[src/ccf_pkg.sv]
package ccf_pkg;

   localparam int MAX_CUBES = 64;
   localparam int NUM_VARS  = 32;
   localparam int LIT_W     = 32;
   localparam int CUBE_W    = 2 * LIT_W;
   localparam int IDX_W     = $clog2(MAX_CUBES);
   localparam int CNT_W     = $clog2(MAX_CUBES + 1);

   // variables at or above NUM_VARS are dropped on load
   localparam logic [LIT_W-1:0] VAR_MASK = LIT_W'((64'd1 << NUM_VARS) - 64'd1);

   // pos mask in the upper half, neg mask in the lower half
   typedef logic [CUBE_W-1:0] cube_type;

   typedef enum logic [2:0] {
      ST_LOAD   = 3'b001,
      ST_FILTER = 3'b010,
      ST_DRAIN  = 3'b100
   } state_type;

   typedef struct packed {
      cube_type cube;
      logic     valid;
      logic     removed;
   } cell_state_type;

   // circulating copy of a cube; wrapped marks a token that came from a later cell
   typedef struct packed {
      cube_type cube;
      logic     valid;
      logic     wrapped;
   } tok_type;

   typedef struct packed {
      logic             wr_en;
      logic [IDX_W-1:0] wr_idx;
      logic             tok_load;
      logic             compare;
      logic             shift;
      logic             clear;
   } cell_ctrl_type;

   typedef struct packed {
      logic head_live;
      logic rest_live;
   } chain_stat_type;

endpackage

[src/ccf_ctrl.sv]
module ccf_ctrl import ccf_pkg::*; (
   input  logic           clock,
   input  logic           reset,
   input  logic           req_valid,
   input  logic           req_last,
   input  logic           rsp_ready,
   input  chain_stat_type stat,
   output logic           req_ready,
   output logic           rsp_valid,
   output logic           overflow,
   output cell_ctrl_type  ctl
);

   state_type        state_ff, state_in;
   logic [CNT_W-1:0] count_ff, count_in;
   logic [IDX_W-1:0] step_ff, step_in;
   logic             ovf_ff, ovf_in;
   logic             accept, full, finish;

   assign req_ready = (state_ff == ST_LOAD);
   assign rsp_valid = (state_ff == ST_DRAIN) & stat.head_live;
   assign overflow  = ovf_ff;
   assign accept    = req_valid & req_ready;
   assign full      = (count_ff == CNT_W'(MAX_CUBES));
   assign finish    = (state_ff == ST_DRAIN) & ~stat.rest_live &
                      (~stat.head_live | rsp_ready);

   // sequencer
   always_comb begin
      state_in     = state_ff;
      count_in     = count_ff;
      step_in      = step_ff;
      ovf_in       = ovf_ff;
      ctl          = '0;
      ctl.wr_idx   = count_ff[IDX_W-1:0];
      case (state_ff)
         ST_LOAD: begin
            if (accept) begin
               if (full) begin
                  ovf_in = 1'b1;
               end else begin
                  ctl.wr_en = 1'b1;
                  count_in  = count_ff + CNT_W'(1);
               end
               if (req_last) begin
                  state_in = ST_FILTER;
                  step_in  = '0;
               end
            end
         end
         ST_FILTER: begin
            ctl.tok_load = (step_ff == '0);
            ctl.compare  = (step_ff != '0);
            step_in      = step_ff + IDX_W'(1);
            if (step_ff == IDX_W'(MAX_CUBES - 1)) begin
               state_in = ST_DRAIN;
            end
         end
         ST_DRAIN: begin
            ctl.shift = ~stat.head_live | rsp_ready;
            if (finish) begin
               ctl.clear = 1'b1;
               state_in  = ST_LOAD;
               count_in  = '0;
               ovf_in    = 1'b0;
            end
         end
         default: begin
            state_in  = ST_LOAD;
            ctl.clear = 1'b1;
            count_in  = '0;
            ovf_in    = 1'b0;
         end
      endcase
   end

   always_ff @(posedge clock) begin
      if (reset) begin
         state_ff <= ST_LOAD;
         count_ff <= '0;
         step_ff  <= '0;
         ovf_ff   <= 1'b0;
      end else begin
         state_ff <= state_in;
         count_ff <= count_in;
         step_ff  <= step_in;
         ovf_ff   <= ovf_in;
      end
   end

endmodule

[config.mk]
export PLATFORM = sky130hd
export DESIGN_NAME = ccf_ctrl
export DESIGN_NICKNAME = d
export VERILOG_FILES = /design/src/ccf_pkg.sv /design/src/ccf_ctrl.sv
export SDC_FILE = /design/constraint.sdc
export NUM_CORES = 1
export LEC_CHECK = 0
export BUFFER_PORTS_ARGS = -buffer_cell sky130_fd_sc_hd__buf_2
export CAP_MARGIN = 40
export CORE_MARGIN = 4
export CORE_UTILIZATION = 53
export CTS_CLUSTER_SIZE = 24
export DETAILED_ROUTE_END_ITERATION = 8
export GPL_TIMING_DRIVEN = 0
export HOLD_SLACK_MARGIN = 0.15
export PLACE_DENSITY = 0.79
export SYNTH_ARGS = -nofsm -noshare
export SYNTH_HDL_FRONTEND = slang
export SYNTH_SLANG_ARGS = --single-unit
[constraint.sdc]
create_clock -name clock -period 1.8 [get_ports clock]
set_input_delay 0.36 -clock clock [delete_from_list [all_inputs] [get_ports clock]]
set_output_delay 0.36 -clock clock [all_outputs]
set_load 0.03 [all_outputs]
==> results of run 1 <==
[through the flow]
step | util, % | power [W] | instances | setup TNS, ps | setup slack (ps)
detailed placement | 65.7 | 0.000540 | 174 | -72.2 | -72.2
CTS | 76.2 | 0.000778 | 186 | -162 | -150
global route | 81.9 | 0.000849 | 191 | -399 | -198
finish | 81.9 | 0.000809 | 191 | -195 | -159
global placement | 65.4 | 0.000535 | 173 | -262 | -199
floorplan | - | 0.000498 | 128 | 0 | 32.1
[where the power goes]
| group | switching (W) | total (W) | internal, W |
|---|---|---|---|
| Combinational | 0.000115 | 0.000199 | 0.0000848 |
| Clock | 0.000127 | 0.000214 | 0.0000863 |
| Sequential | 0.0000136 | 0.000396 | 0.000382 |
[cell usage after synthesis, drive strengths merged, types with 2 or more instances]
library cell	instances
nand3	7
xnor2	4
o211ai	2
ha	4
nand2	7
nor2b	2
nor3	2
a21oi	4
buf	7
a211oi	6
or3b	2
nor2	13
o21bai	2
clkbuf	3
or4	2
dfxtp	17
inv	9
nor3b	2
a31oi	4
nand2b	2
o21ai	6
a311oi	2
[layer usage]
| metal | vias up | global-route usage [%] | part of all wire (%) |
|---|---|---|---|
| met5 | - | 0 | 0 |
| met4 | 0 | 12.7 | 2.8 |
| met3 | 12 | 4.30 | 8.3 |
| met2 | 63 | 37.4 | 49 |
| met1 | 554 | 34.1 | 40 |
| li1 | 533 | - | - |
[sequential cells by signal, summed over array words and instances, names as in the netlist]
name and flops:
count_ff 7, overflow 1, state_ff 3, step_ff 6
[final cells by class]
| type | instances | area, um^2 | share of cell area [%] |
|---|---|---|---|
| Clock buffer | 4 | 26.3 | 1.80 |
| Sequential cell | 17 | 355 | 24.3 |
| Tap cell | 25 | 31.3 | 2.14 |
| Buffer | 9 | 75.1 | 5.14 |
| Inverter | 10 | 45.0 | 3.08 |
| Timing Repair Buffer | 35 | 254 | 17.4 |
| Multi-Input combinational cell | 91 | 673 | 46.1 |
[critical path, cell delays in order, from the launching register on]
cell and delay [ps]:
dfxtp_4 360, or4b_4 560, o211a_4 250, buf_6 130
[final timing paths]
path | to | startpoint
worst min register to register | count_ff[6] | count_ff[6]
worst max register to register | step_ff[5] | state_ff[1]
worst max-delay path | ctl[10] | count_ff[2]
worst min-delay path | count_ff[3] | reset
[what timing repair did]
action,in CTS,in global routing
endpoints found under the setup margin,6,7
pin swaps,2,5
hold endpoints to repair,0,0
buffers inserted,9,5
gates resized for setup,30,22
[cell families after synthesis]
group | after synthesis | share of synthesized area, %
and+or+nand+nor | 50 | 26.9
AOI/OAI and AO/OA | 33 | 22.1
buffers and inverters | 20 | 9.71
DFF | 17 | 33.0
xor gates and xnor gates | 4 | 3.40
adders and majority gates | 4 | 4.85
==> results.cfg, run 1 <==
[status]
status = complete, but fails checks
violations = negative setup slack

[yosys]
yosysUniqueCellTypes = 44
synth_area_leaders = dfxtp_1, ha_1, nor2_1
synth_edf_count = 0
yosys_warnings = 0
syn_nets = 139
ys_ff_latch = 17
synth_top_area_share_pct = 33.0
ys.flop_type = dfxtp_1
synthCells = 128
syn_avg_cell_area_um2 = 8.05
synthArstFlopShare_pct = 0
synth.largest_area_cell = dfxtp_1
synth-seq-area-share_pct = 33.0
synth_area_um2 = 1030

[routing]
drt_first_iter_violations = 35
via_per_inst = 6.08
antenna_left = 0
num_vias = 1162
drc = 0
drt-total-wl_mm = 3.23
wire_per_inst_um = 16.9
firstDrtPassIters = 4

[floorplan]
die_h_um = 52.1
row_count = 15
io_pins = 21
start_util_pct = 57.8
dieArea_um2 = 2710
core-area_um2 = 1780
die_w_um = 52.1

[finish]
design_area_um2 = 1460
final_common_cell = buf_4
final_cell_mix = buf_4, buf_2, nor2_1
drive_above_1_share_pct = 41.0
finish.net_count = 178
fill_cells = 104
syn2layout_area_growth_pct = 41.6
num_antenna_cells = 0

[clock_tree]
htree_levels = 1
cts_tree = yes
clk_latency_ps = 290
cts.sinks = 17
cts_hold_buf = 0
clk_pin_slew_ps = 100
cts_buffer_depth = 2
cts_made_buffers = 3
root_buffer = clkbuf_4

[worst_setup_path]
start_kind = flip-flop
timing.reg2reg.setup_slack_ps = 100
r2r.worst_path.cells = 5
crit_fanout = 3
cp.arrival_ps = 1600
cp-end-kind = output pin
crit_required_ps = 1440
crit_type = reg2out

[sta]
setup_viol = 2
max_slew_margin_pct = 65.4
period_share_pct = 109
whs_ps = 279
period_minus_slack_ps = 1960
rsz0062_at_grt = true
finalHoldViolCount = 0
setup_ws_ps = -159
finClkSkew_ps = 1.84
max_freq_mhz = 511
drv_slew = 0
worst_pin_slew_ps = 519

[hold_path]
whs_path_depth = 2
hold_class = in2reg

[job]
drv_cap = 0

[power_and_ir_drop]
leakagePower_nw = 0.594
ir_drop_uv = 516
power_density_nw_per_um2 = 554

[grt]
grt_pass1_vias = 1039
grt_max_degree = 11
antenna_found_initial = 0
groute.usage.overall_pct = 25.0
grt_pass1_wl_mm = 4.96
grt-ovfl-total = 0

[place]
portBuffers = 20
dpl_cell_area_um2 = 1170
gp_congestion = 0.839
hpwl_mm = 1.90
Power figures use the tool's default switching activity.
==> inputs of run 2 (changes only) <==
Settings changed: CELL_PAD_IN_SITES_DETAIL_PLACEMENT set to 2, CELL_PAD_IN_SITES_GLOBAL_PLACEMENT set to 2, CORE_UTILIZATION 53 to 30, GPL_ROUTABILITY_DRIVEN set to 0, PLACE_DENSITY 0.79 to 0.78.
==> results.cfg, run 2 (synthesized netlist as in run 1, its figures left out) <==
[worst_setup_path]
crit_fanout = 2
critical-path-slowest-cell = or4b_4
slowest_delay_ps = 550
path_cells = or4b_4, o211a_4, buf_6
start_kind = flip-flop
crit_type = reg2out
cp-end-kind = output pin
crit_required_ps = 1440
cp.arrival_ps = 1610
worst-path-buf-inv = 1
critPathTopFamily = simple AND/OR/NAND/NOR gates

[clock_tree]
root_buffer = clkbuf_4
cts_tree = yes
cts_made_buffers = 3
clk_pin_slew_ps = 110
cts_hold_buf = 0
clk_latency_ps = 300
cts.sinks = 17
cts_buffer_depth = 2
htree_levels = 1

[grt]
grt_pass1_wl_mm = 6.31
grt_pass1_vias = 1245
grt_max_degree = 11
groute.usage.overall_pct = 19.4
antenna_found_initial = 0
grt-ovfl-total = 0

[job]
drv_cap = 0

[finish]
finish.net_count = 178
final_common_cell = buf_4
largest-register = count_ff
design_area_um2 = 1510
syn2layout_area_growth_pct = 46.7
final_cell_mix = buf_4, buf_2, nor2_1
num_antenna_cells = 0
reg_top3 = count_ff x7, step_ff x6, state_ff x3
drive_above_1_share_pct = 42.2
largest_reg_flops = 7
fill_cells = 383

[routing]
via_per_inst = 5.35
antenna_left = 0
drc = 0
firstDrtPassIters = 4
drt_first_iter_violations = 19
wire_per_inst_um = 19.5
drt-total-wl_mm = 4.13
num_vias = 1134

[sta]
setup_tns_ps = -242
period_minus_slack_ps = 1970
rsz0062_at_grt = true
max_slew_margin_pct = 61.5
drv_slew = 0
worst_pin_slew_ps = 577
setup_ws_ps = -171
period_share_pct = 110
finClkSkew_ps = 1.47
finalHoldViolCount = 0
setup_viol = 4
max_freq_mhz = 507

[power_and_ir_drop]
p_sw_w = 0.000271
ir_drop_uv = 282
seq_power_share_pct = 48.0
p_total_w = 0.000824
leakagePower_nw = 0.601
internal_power_w = 0.000552
power_switching_share_pct = 32.9
power_density_nw_per_um2 = 545
pwr-share-comb_pct = 25.0
p_clk_share_pct = 26.9

[floorplan]
start_util_pct = 30.9
die_w_um = 66.6
die_h_um = 66.6
row_count = 21
io_pins = 21
dieArea_um2 = 4440
core-area_um2 = 3340

[status]
violations = negative setup slack
status = complete, but fails checks

[place]
dpl_cell_area_um2 = 1200
hpwl_mm = 2.46
portBuffers = 20
pre_cts_ws_ps = -137

[hold_path]
hold_class = in2reg
-- run 2: path summary, 6_finish.rpt --
check / end / slack (ps) / from / cells after the start
setup / recovery: ctl[10] / -170 / count_ff[2] / 3
hold / removal: count_ff[3] / 290 / reset / 2
setup reg to reg: overflow / -10 / count_ff[2] / 5
hold reg to reg: count_ff[6] / 520 / count_ff[6] / 2
-- run 2: cell type report --
class                   count  area, um^2  area share (%)
plain buffers               8        73.8            4.88
flip-flops and latches     17         360            23.8
clock buffers               4        26.3            1.74
multi-input cells          91         678            44.8
well taps                  46        57.6            3.80
inverters                  10        50.0            3.31
repair buffers             36         267            17.6
-- run 2: routing by layer --
metal,wire (um),GRT usage [%],part of all wire (%)
met5,0,0,0
met4,87,6.09,2.1
met3,99,4.22,2.4
met2,2340,38.0,57
met1,1610,20.1,39
-- run 2: timing repair --
action                                  CTS  global route
buffers inserted                          9             6
gates resized for setup                  42            13
endpoints found under the setup margin    7            10
pin swaps                                 2             6
cloned                                    0             0
-- run 2: power by group through the flow --
stage | clock network (W) | logic (W) | registers (W)
finish | 0.000222 | 0.000206 | 0.000396
global route | 0.000248 | 0.000219 | 0.000398
CTS | 0.000241 | 0.000195 | 0.000395
detailed placement | 0 | 0.000143 | 0.000407
global placement | 0 | 0.000136 | 0.000406
floorplan | 0 | 0.0000962 | 0.000402
-- run 2: metrics by stage --
step | instances | hold slack [ps] | utilization (%)
after CTS | 207 | 263 | 42.9
after global placement | 194 | 489 | 35.7
after floorplan | 128 | 432 | -
after global routing | 212 | 285 | 45.3
after detailed placement | 195 | 514 | 35.9
final | 212 | 290 | 45.3
