<file path="src/ccf_pkg.sv">
package ccf_pkg;

   localparam int MAX_CUBES = 64;
   localparam int NUM_VARS  = 32;
   localparam int LIT_W     = 32;
   localparam int CUBE_W    = 2 * LIT_W;
   localparam int IDX_W     = $clog2(MAX_CUBES);
   localparam int CNT_W     = $clog2(MAX_CUBES + 1);

   // variables at or above NUM_VARS are dropped on load
   localparam logic [LIT_W-1:0] VAR_MASK = LIT_W'((64'd1 << NUM_VARS) - 64'd1);

   // pos mask in the upper half, neg mask in the lower half
   typedef logic [CUBE_W-1:0] cube_type;

   typedef enum logic [2:0] {
      ST_LOAD   = 3'b001,
      ST_FILTER = 3'b010,
      ST_DRAIN  = 3'b100
   } state_type;

   typedef struct packed {
      cube_type cube;
      logic     valid;
      logic     removed;
   } cell_state_type;

   // circulating copy of a cube; wrapped marks a token that came from a later cell
   typedef struct packed {
      cube_type cube;
      logic     valid;
      logic     wrapped;
   } tok_type;

   typedef struct packed {
      logic             wr_en;
      logic [IDX_W-1:0] wr_idx;
      logic             tok_load;
      logic             compare;
      logic             shift;
      logic             clear;
   } cell_ctrl_type;

   typedef struct packed {
      logic head_live;
      logic rest_live;
   } chain_stat_type;

endpackage

</file>
<file path="src/ccf_cell.sv">
module ccf_cell import ccf_pkg::*; (
   input  logic           clock,
   input  logic           reset,
   input  cell_ctrl_type  ctl,
   input  logic           wr_sel,
   input  cube_type       wr_cube,
   input  cell_state_type next_st,
   input  cell_state_type prev_st,
   input  tok_type        prev_tok,
   input  logic           ring_wrap,
   output cell_state_type st,
   output tok_type        tok
);

   cell_state_type st_ff, st_in;
   tok_type        tok_ff, tok_in;
   logic           eq, sub, hit;

   // passing token versus held cube
   always_comb begin
      eq  = (tok_ff.cube == st_ff.cube);
      sub = ((tok_ff.cube & ~st_ff.cube) == '0);
      // earlier identical copy, or a strictly smaller literal set
      hit = st_ff.valid & tok_ff.valid & ((eq & ~tok_ff.wrapped) | (sub & ~eq));
   end

   // held cube: clear, load, drain shift, removal
   always_comb begin
      st_in = st_ff;
      if (ctl.clear) begin
         st_in.valid   = 1'b0;
         st_in.removed = 1'b0;
      end else if (wr_sel) begin
         st_in.cube    = wr_cube;
         st_in.valid   = 1'b1;
         st_in.removed = 1'b0;
      end else if (ctl.shift) begin
         st_in = next_st;
      end else if (ctl.compare && hit) begin
         st_in.removed = 1'b1;
      end
   end

   // token ring: first load takes the neighbor's cube, then rotates
   always_comb begin
      tok_in = tok_ff;
      if (ctl.tok_load) begin
         tok_in.cube    = prev_st.cube;
         tok_in.valid   = prev_st.valid;
         tok_in.wrapped = ring_wrap;
      end else if (ctl.compare) begin
         tok_in.cube    = prev_tok.cube;
         tok_in.valid   = prev_tok.valid;
         tok_in.wrapped = prev_tok.wrapped | ring_wrap;
      end
   end

   // cube data and token run free; only the flags take reset
   always_ff @(posedge clock) begin
      tok_ff     <= tok_in;
      st_ff.cube <= st_in.cube;
      if (reset) begin
         st_ff.valid   <= 1'b0;
         st_ff.removed <= 1'b0;
      end else begin
         st_ff.valid   <= st_in.valid;
         st_ff.removed <= st_in.removed;
      end
   end

   assign st  = st_ff;
   assign tok = tok_ff;

endmodule

</file>
<file path="config.mk">
export PLATFORM = sky130hd
export DESIGN_NAME = ccf_cell
export DESIGN_NICKNAME = d
export VERILOG_FILES = /design/src/ccf_pkg.sv /design/src/ccf_cell.sv
export SDC_FILE = /design/constraint.sdc
export NUM_CORES = 1
export LEC_CHECK = 0
export BUFFER_PORTS_ARGS = -buffer_cell sky130_fd_sc_hd__buf_2
export CAP_MARGIN = 20
export CORE_AREA = 2 2 159 161
export DETAILED_ROUTE_END_ITERATION = 16
export DIE_AREA = 0 0 161 163
export PLACE_DENSITY_LB_ADDON = 0.25
export SLEW_MARGIN = 25
export SYNTH_ARGS = -nofsm -noshare
export SYNTH_HDL_FRONTEND = slang
export SYNTH_SLANG_ARGS = --single-unit
</file>
<file path="constraint.sdc">
create_clock -name clock -period 11 [get_ports clock]
set_input_delay 1.1 -clock clock [delete_from_list [all_inputs] [get_ports clock]]
set_output_delay 1.1 -clock clock [all_outputs]
set_load 0.02 [all_outputs]
</file>
==> metrics.md, run 1 <==
| Metric | Value |
|---|---|
| Avg WL per Cell | `18.0 um` |
| Mean area per synthesized cell | `14.9 sq um` |
| Most frequent cells in the layout | `398 x buf_2, 130 x edfxtp_1, 129 x mux2_2, 66 x inv_1, 64 x ha_1` |
| Worst-Margin Slew | `0.971 ns` |
| Req. time, crit path | `11.03 ns` |
| Mapped Area | `6860 sq um` |
| Startpoint types | `input pin` |
| Antenna violations before repair | `1` |
| Synth async-reset ratio | `0%` |
| Area growth syn-to-layout | `44.9%` |
| GRT met3 Usage | `4.97%` |
| Starting Density | `27.8%` |
| Combinational power share | `19.6%` |
| Distinct cell type count after synthesis | `22` |
| 1st-iter DRT viols | `222` |
| Resize count post-CTS | `0` |
| Synth Area in Simple Gates | `4.40%` |
| Residual DRC count | `0` |
| Chip Width | `161 um` |
| Post-route cell area | `9930 sq um` |
| Final nets | `1209` |
| MaxCap Viol Count | `0` |
| Num ports | `409` |
| Final Routed Wirelength | `21800 um` |
| Setup Fix Bufs, Post-CTS | `0` |
| Compound-Gate Fraction of Synth Area | `0.547%` |
| Largest stage delay on the critical path | `0.69 ns` |
| Worst Hold Class | `flop to flop` |
| Worst VDD drop | `0.0753 mV` |
| Clock root buffer | `clkbuf_16` |
| TritonCTS clock tree | `yes` |
| Top post-synthesis cells by area | `edfxtp_1 57%, mux2_2 21%, ha_1 12%` |
| Routed Antenna Nets | `0` |
| Pin count of the biggest net entering global routing | `67` |
| Row cnt | `58` |
| Peak Freq | `401 MHz` |
| Largest family of logic cells by synthesized area | `multiplexers` |
| Post-synth top area share | `56.9%` |
| CP cell instances | `buf_4 -> nor2_1 -> nor2_4 -> buf_4` |
| Hpwl dp | `17200 um` |
| Top Usage Layer GRT | `met2` |
| Routing usage on met2 | `30.2%` |
| Fin Clk Skew | `0.00855 ns` |
| Outcome | `finished clean` |
| Fin crit period | `2.49 ns` |
| Place WS | `8.06 ns` |
| All-Layer GR Usage | `16.3%` |
| Critical path data arrival time | `2.52 ns` |
| Share of cells above drive strength 1 | `64.4%` |
| Leakage | `4.64 nW` |
| Gpl congestion | `0.755` |
| Total core area | `24700 sq um` |
| Area leader, netlist | `edfxtp_1` |
| Setup TNS | `0 ns` |
| Skew-Pair Late Insertion Delay | `0.41 ns` |
| Worst path slowest cell | `buf_4` |
| Vias in the first global route | `5286` |
| Tcrit/Tclk final | `22.7%` |
| P_int | `1.17 mW` |
| Overflow after GRT | `0` |
| First drt pass iteration count | `4` |
| Maximum fanout along the worst path | `64` |
| Hold_buf cts | `0` |
| Kind of critical path | `input pin to flop` |
| Nature of the critical path endpoint | `flop` |
| M1 GR Usage | `18.4%` |
| Final hold violation count | `0` |
| Ys Warns | `0` |
| Sw Share | `26.7%` |
| CP most frequent cell | `buf_4` |
| Sequential fraction of the synthesis area | `57.5%` |
| Post-Synth Adder-Cell Area | `11.7%` |
| P per Cell Area | `161 nW/um^2` |
| Number of enable flip-flop cells after synthesis | `130` |
| H-tree depth | `4` |
| Commonest non-fill, non-tap cell in the layout | `buf_2` |
| Clock Tree Buf Depth | `2` |
| Sequential share of power | `40.2%` |
| Placed inst area | `9250 sq um` |
| CTS clk-pin slew, worst paths | `0.06 ns` |
| Clock power frac | `40.2%` |
| Syn_nets | `800` |
| Vias per cell | `4.31` |
| Worst slew margin | `35.2%` |
| Port Buffers | `400` |
| # setup viols final | `0` |
| Mapped Cells | `459` |
| Multiplexer area fraction after synthesis | `21.4%` |
| Yosys reg bits | `132` |
| NetSw | `0.427 mW` |
| Main synth FF type | `edfxtp_1` |
| Global-route wire length before repair | `31400 um` |
| Num CTS Buffers | `17` |
| Die Span Y | `163 um` |
| Die Area | `26200 sq um` |
| Slew Viols, Final | `0` |
| Final worst setup slack | `8.51 ns` |
| Via count | `5218` |
| Xor-xnor portion of the synthesized cell area | `0%` |
| Sink Count | `132` |
| RSZ-0062 raised after global routing | `no` |
critical path: cells and delay by family:
family | cells | cell delay (ns)
buffers and inverters | 2 | 1.06
AND/OR/NAND/NOR | 2 | 0.24
power by group through the flow:
stage | Clock (mW) | Sequential, mW | Combinational [mW]
final | 0.643 | 0.643 | 0.313
after global routing | 0.679 | 0.651 | 0.343
after CTS | 0.660 | 0.645 | 0.321
after detailed placement | 0 | 0.655 | 0.319
after global placement | 0 | 0.653 | 0.319
after floorplan | 0 | 0.716 | 0.102
per-stage QoR:
stage | hold slack (ns) | utilization, % | total power [mW] | cells
after floorplan | 0.572 | - | 0.818 | 459
after global placement | 0.496 | 37.5 | 0.972 | 1178
after detailed placement | 0.504 | 37.5 | 0.974 | 1178
after CTS | 0.512 | 40.2 | 1.63 | 1209
after global routing | 0.540 | 40.3 | 1.67 | 1211
final | 0.503 | 40.3 | 1.60 | 1211
registers in the layout (all words and copies together) (netlist names):
register and cells:
st 66, tok 66
cells by family after synthesis:
| group | Yosys count |
|---|---|
| DFF | 132 |
| muxes | 130 |
| buffers and inverters | 80 |
| adders and majority gates | 64 |
| and+or+nand+nor | 48 |
| AOI/OAI and AO/OA | 5 |
synth_stat cells, types with 2 or more instances:
cell type  number
edfxtp_1      130
mux2_2        129
inv_1          66
ha_1           64
nand4_1        22
nor4_1         19
buf_1           5
buf_2           5
clkbuf_1        4
dfxtp_1         2
nor2_1          2
area by class of cell:
class / count / area (sq um)
diodes: 1 / 2.50
clock buffers: 17 / 425
clock inverters: 14 / 235
fillers: 2446 / 14700
inverters: 66 / 248
multi-input cells: 247 / 2620
flip-flops and latches: 132 / 3940
well taps: 330 / 413
repair buffers: 404 / 2050
layer usage:
layer	vias to the layer above	part of all wire [%]
li1	2554	-
met1	2427	40
met2	225	52
met3	12	6.9
met4	0	1.1
met5	-	0
path summary, 6_finish.rpt:
kind	cells past startpoint	to	startpoint	slack (ns)
setup / recovery	4	st[41]	wr_sel	8.51
hold / removal	2	st[0]	st[1]	0.50
setup reg to reg	6	st[0]	tok[24]	8.57
hold reg to reg	2	st[0]	st[1]	0.50
Note: power is estimated with default switching activity, not from simulation.
==> run 2, diff against run 1 <==
==> constraint.sdc (replaced) <==
create_clock -name clock -period 2.46 [get_ports clock]
set_input_delay 0.246 -clock clock [delete_from_list [all_inputs] [get_ports clock]]
set_output_delay 0.246 -clock clock [all_outputs]
set_load 0.02 [all_outputs]
==> metrics.md, run 2 (synthesized netlist as in run 1, its figures left out) <==
| Metric | Value |
|---|---|
| Setup TNS | `0 ns (unchanged)` |
| Commonest non-fill, non-tap cell in the layout | `buf_2` |
| Chip Width | `161 um (unchanged)` |
| R2R Setup Slk | `0.19 ns (-8.38 ns)` |
| Nature of the critical path endpoint | `flop` |
| Maximum fanout along the worst path | `2 (-97%)` |
| Area growth syn-to-layout | `46.5%` |
| First drt pass iteration count | `4 (unchanged)` |
| Kind of critical path | `flop to flop` |
| MaxCap Viol Count | `0 (unchanged)` |
| Num ports | `409 (unchanged)` |
| Pin count of the biggest net entering global routing | `35 (-48%)` |
| Worst Hold Class | `input pin to flop` |
| Req. time, crit path | `2.81 ns (-8.22 ns)` |
| Final Routed Wirelength | `21700 um (-0.38%)` |
| Peak Freq | `441 MHz` |
| Share of cells above drive strength 1 | `65.0% (+0.55 points)` |
| ANT cells | `0 (-1)` |
| Met3 wire length | `1430 um (-4.7%)` |
| Fill cells | `2422 (-0.98%)` |
| Hpwl dp | `17600 um (+2.2%)` |
| Most frequent cells in the layout | `398 x buf_2, 130 x edfxtp_1, 129 x mux2_2, 66 x inv_1, 64 x ha_1` |
| Residual DRC count | `0 (unchanged)` |
| Die Span Y | `163 um (unchanged)` |
| Critical path data arrival time | `2.62 ns (+0.10 ns)` |
| Row cnt | `58 (unchanged)` |
| Worst VDD drop | `0.396 mV (+430%)` |
| 1st-iter DRT viols | `154 (-31%)` |
| Vias per cell | `4.28 (-0.65%)` |
| Fin crit period | `2.27 ns` |
| All-Layer GR Usage | `16.3% (+0.019 points)` |
| Vias in the first global route | `5434 (+2.8%)` |
| Antenna violations before repair | `0 (-1)` |
| DR WL met2 | `11200 um (-1.9%)` |
| Starting Density | `27.8% (unchanged)` |
| Die Area | `26200 sq um (unchanged)` |
| Total core area | `24700 sq um (unchanged)` |
| TritonCTS clock tree | `yes` |
| Placed inst area | `9390 sq um (+1.5%)` |
| P per Cell Area | `707 nW/um^2 (+340%)` |
| Gpl congestion | `0.756 (about the same)` |
| Post-route cell area | `10000 sq um (+1.1%)` |
| WL met1 | `8870 um (+2.3%)` |
| Routed Antenna Nets | `0 (unchanged)` |
| Final nets | `1221 (+0.99%)` |
| Skew-Pair Late Insertion Delay | `0.42 ns (about the same)` |
| Final hold violation count | `0 (unchanged)` |
| Leakage | `4.70 nW (+1.2%)` |
| Max layer used | `met4` |
| Slew Viols, Final | `0 (unchanged)` |
| Port Buffers | `400 (unchanged)` |
| Via count | `5227 (+0.17%)` |
| Non-Filler Instances | `1221 (+0.83%)` |
| Global-route wire length before repair | `31400 um (+0.26%)` |
| Num CTS Buffers | `17 (unchanged)` |
| Clock Tree Buf Depth | `2 (unchanged)` |
| Worst-Margin Slew | `0.539 ns (-0.432 ns)` |
| Worst slew margin | `63.1% (+28 points)` |
| Tcrit/Tclk final | `92.1%` |
| Fin Clk Skew | `0.00776 ns (-0.000791 ns)` |
| Final Util | `40.7% (+0.45 points)` |
| Outcome | `finished clean` |
| CTS clk-pin slew, worst paths | `0.06 ns (about the same)` |
| Sink Count | `132 (unchanged)` |
| Placed insts | `1190 (+1.0%)` |
| H-tree depth | `4 (unchanged)` |
| Startpoint types | `flop` |
| Avg WL per Cell | `17.8 um (-1.2%)` |
| Clock root buffer | `clkbuf_16` |
| RSZ-0062 raised after global routing | `no` |
| # setup viols final | `0 (unchanged)` |
| Overflow after GRT | `0 (unchanged)` |
run 2: cell types whose count changed in the layout (fill, tap and decap cells not counted), moves of 2 or more:
cell and change:
buf_4 +8, buf_12 +3, clkinv_1 -2, clkinvlp_4 +2
run 2: metal layers:
| layer | vias to the layer above | track usage, % |
|---|---|---|
| met3 | 21 | 4.35 |
| met4 | 0 | 4.14 |
| li1 | 2578 | - |
| met1 | 2384 | 19.1 |
| met5 | - | 0 |
| met2 | 244 | 29.6 |
run 2: layout make-up:
type | count | area (sq um) | share of cell area, %
well taps | 330 | 413 | 4.11
multi-input cells | 247 | 2620 | 26.1
flip-flops and latches | 132 | 3940 | 39.3
inverters | 66 | 248 | 2.47
clock inverters | 12 | 208 | 2.07
repair buffers | 416 | 2180 | 21.7
clock buffers | 18 | 429 | 4.27
run 2: power by group:
part | switching (mW) | leakage (nW) | internal, mW
logic | 0.820 | 3.10 | 0.632
registers | 0.118 | 1.30 | 2.75
clock network | 0.986 | 0.298 | 1.79
run 2: timing repair:
item,CTS,global route
resized for setup,0,1
hold endpoints to repair,1,0
setup buffers,0,0
hold buffers,1,0
endpoints found under the setup margin,0,1
run 2: path summary, 6_finish.rpt:
path | depth (start not counted) | from | endpoint
min reg2reg | 2 | st[1] | st[0]
max reg2reg | 7 | tok[42] | st[0]
min | 2 | ctl[0] | st[1]
max | 7 | tok[42] | st[0]
run 2: worst max-delay path: stages, from the launching register on:
cell and delay (ns):
edfxtp_1 0.39, ha_1 0.19, nor4_1 0.39, buf_4 0.18, nand4_1 0.14, or4_1 0.54
mux2_4 0.28, o21ai_2 0.09
run 2: stage by stage:
| stage | hold WS [ns] | worst slack [ns] | total power [mW] |
|---|---|---|---|
| 2_1_floorplan | 0.323 | 0.0721 | 3.65 |
| 3_3_place_gp | 0.427 | 0.169 | 4.39 |
| 3_5_place_dp | 0.433 | 0.140 | 4.40 |
| 4_1_cts | 0.0399 | 0.108 | 7.21 |
| 5_1_grt | 0.0529 | 0.0295 | 7.43 |
| 6_report | 0.0629 | 0.194 | 7.10 |
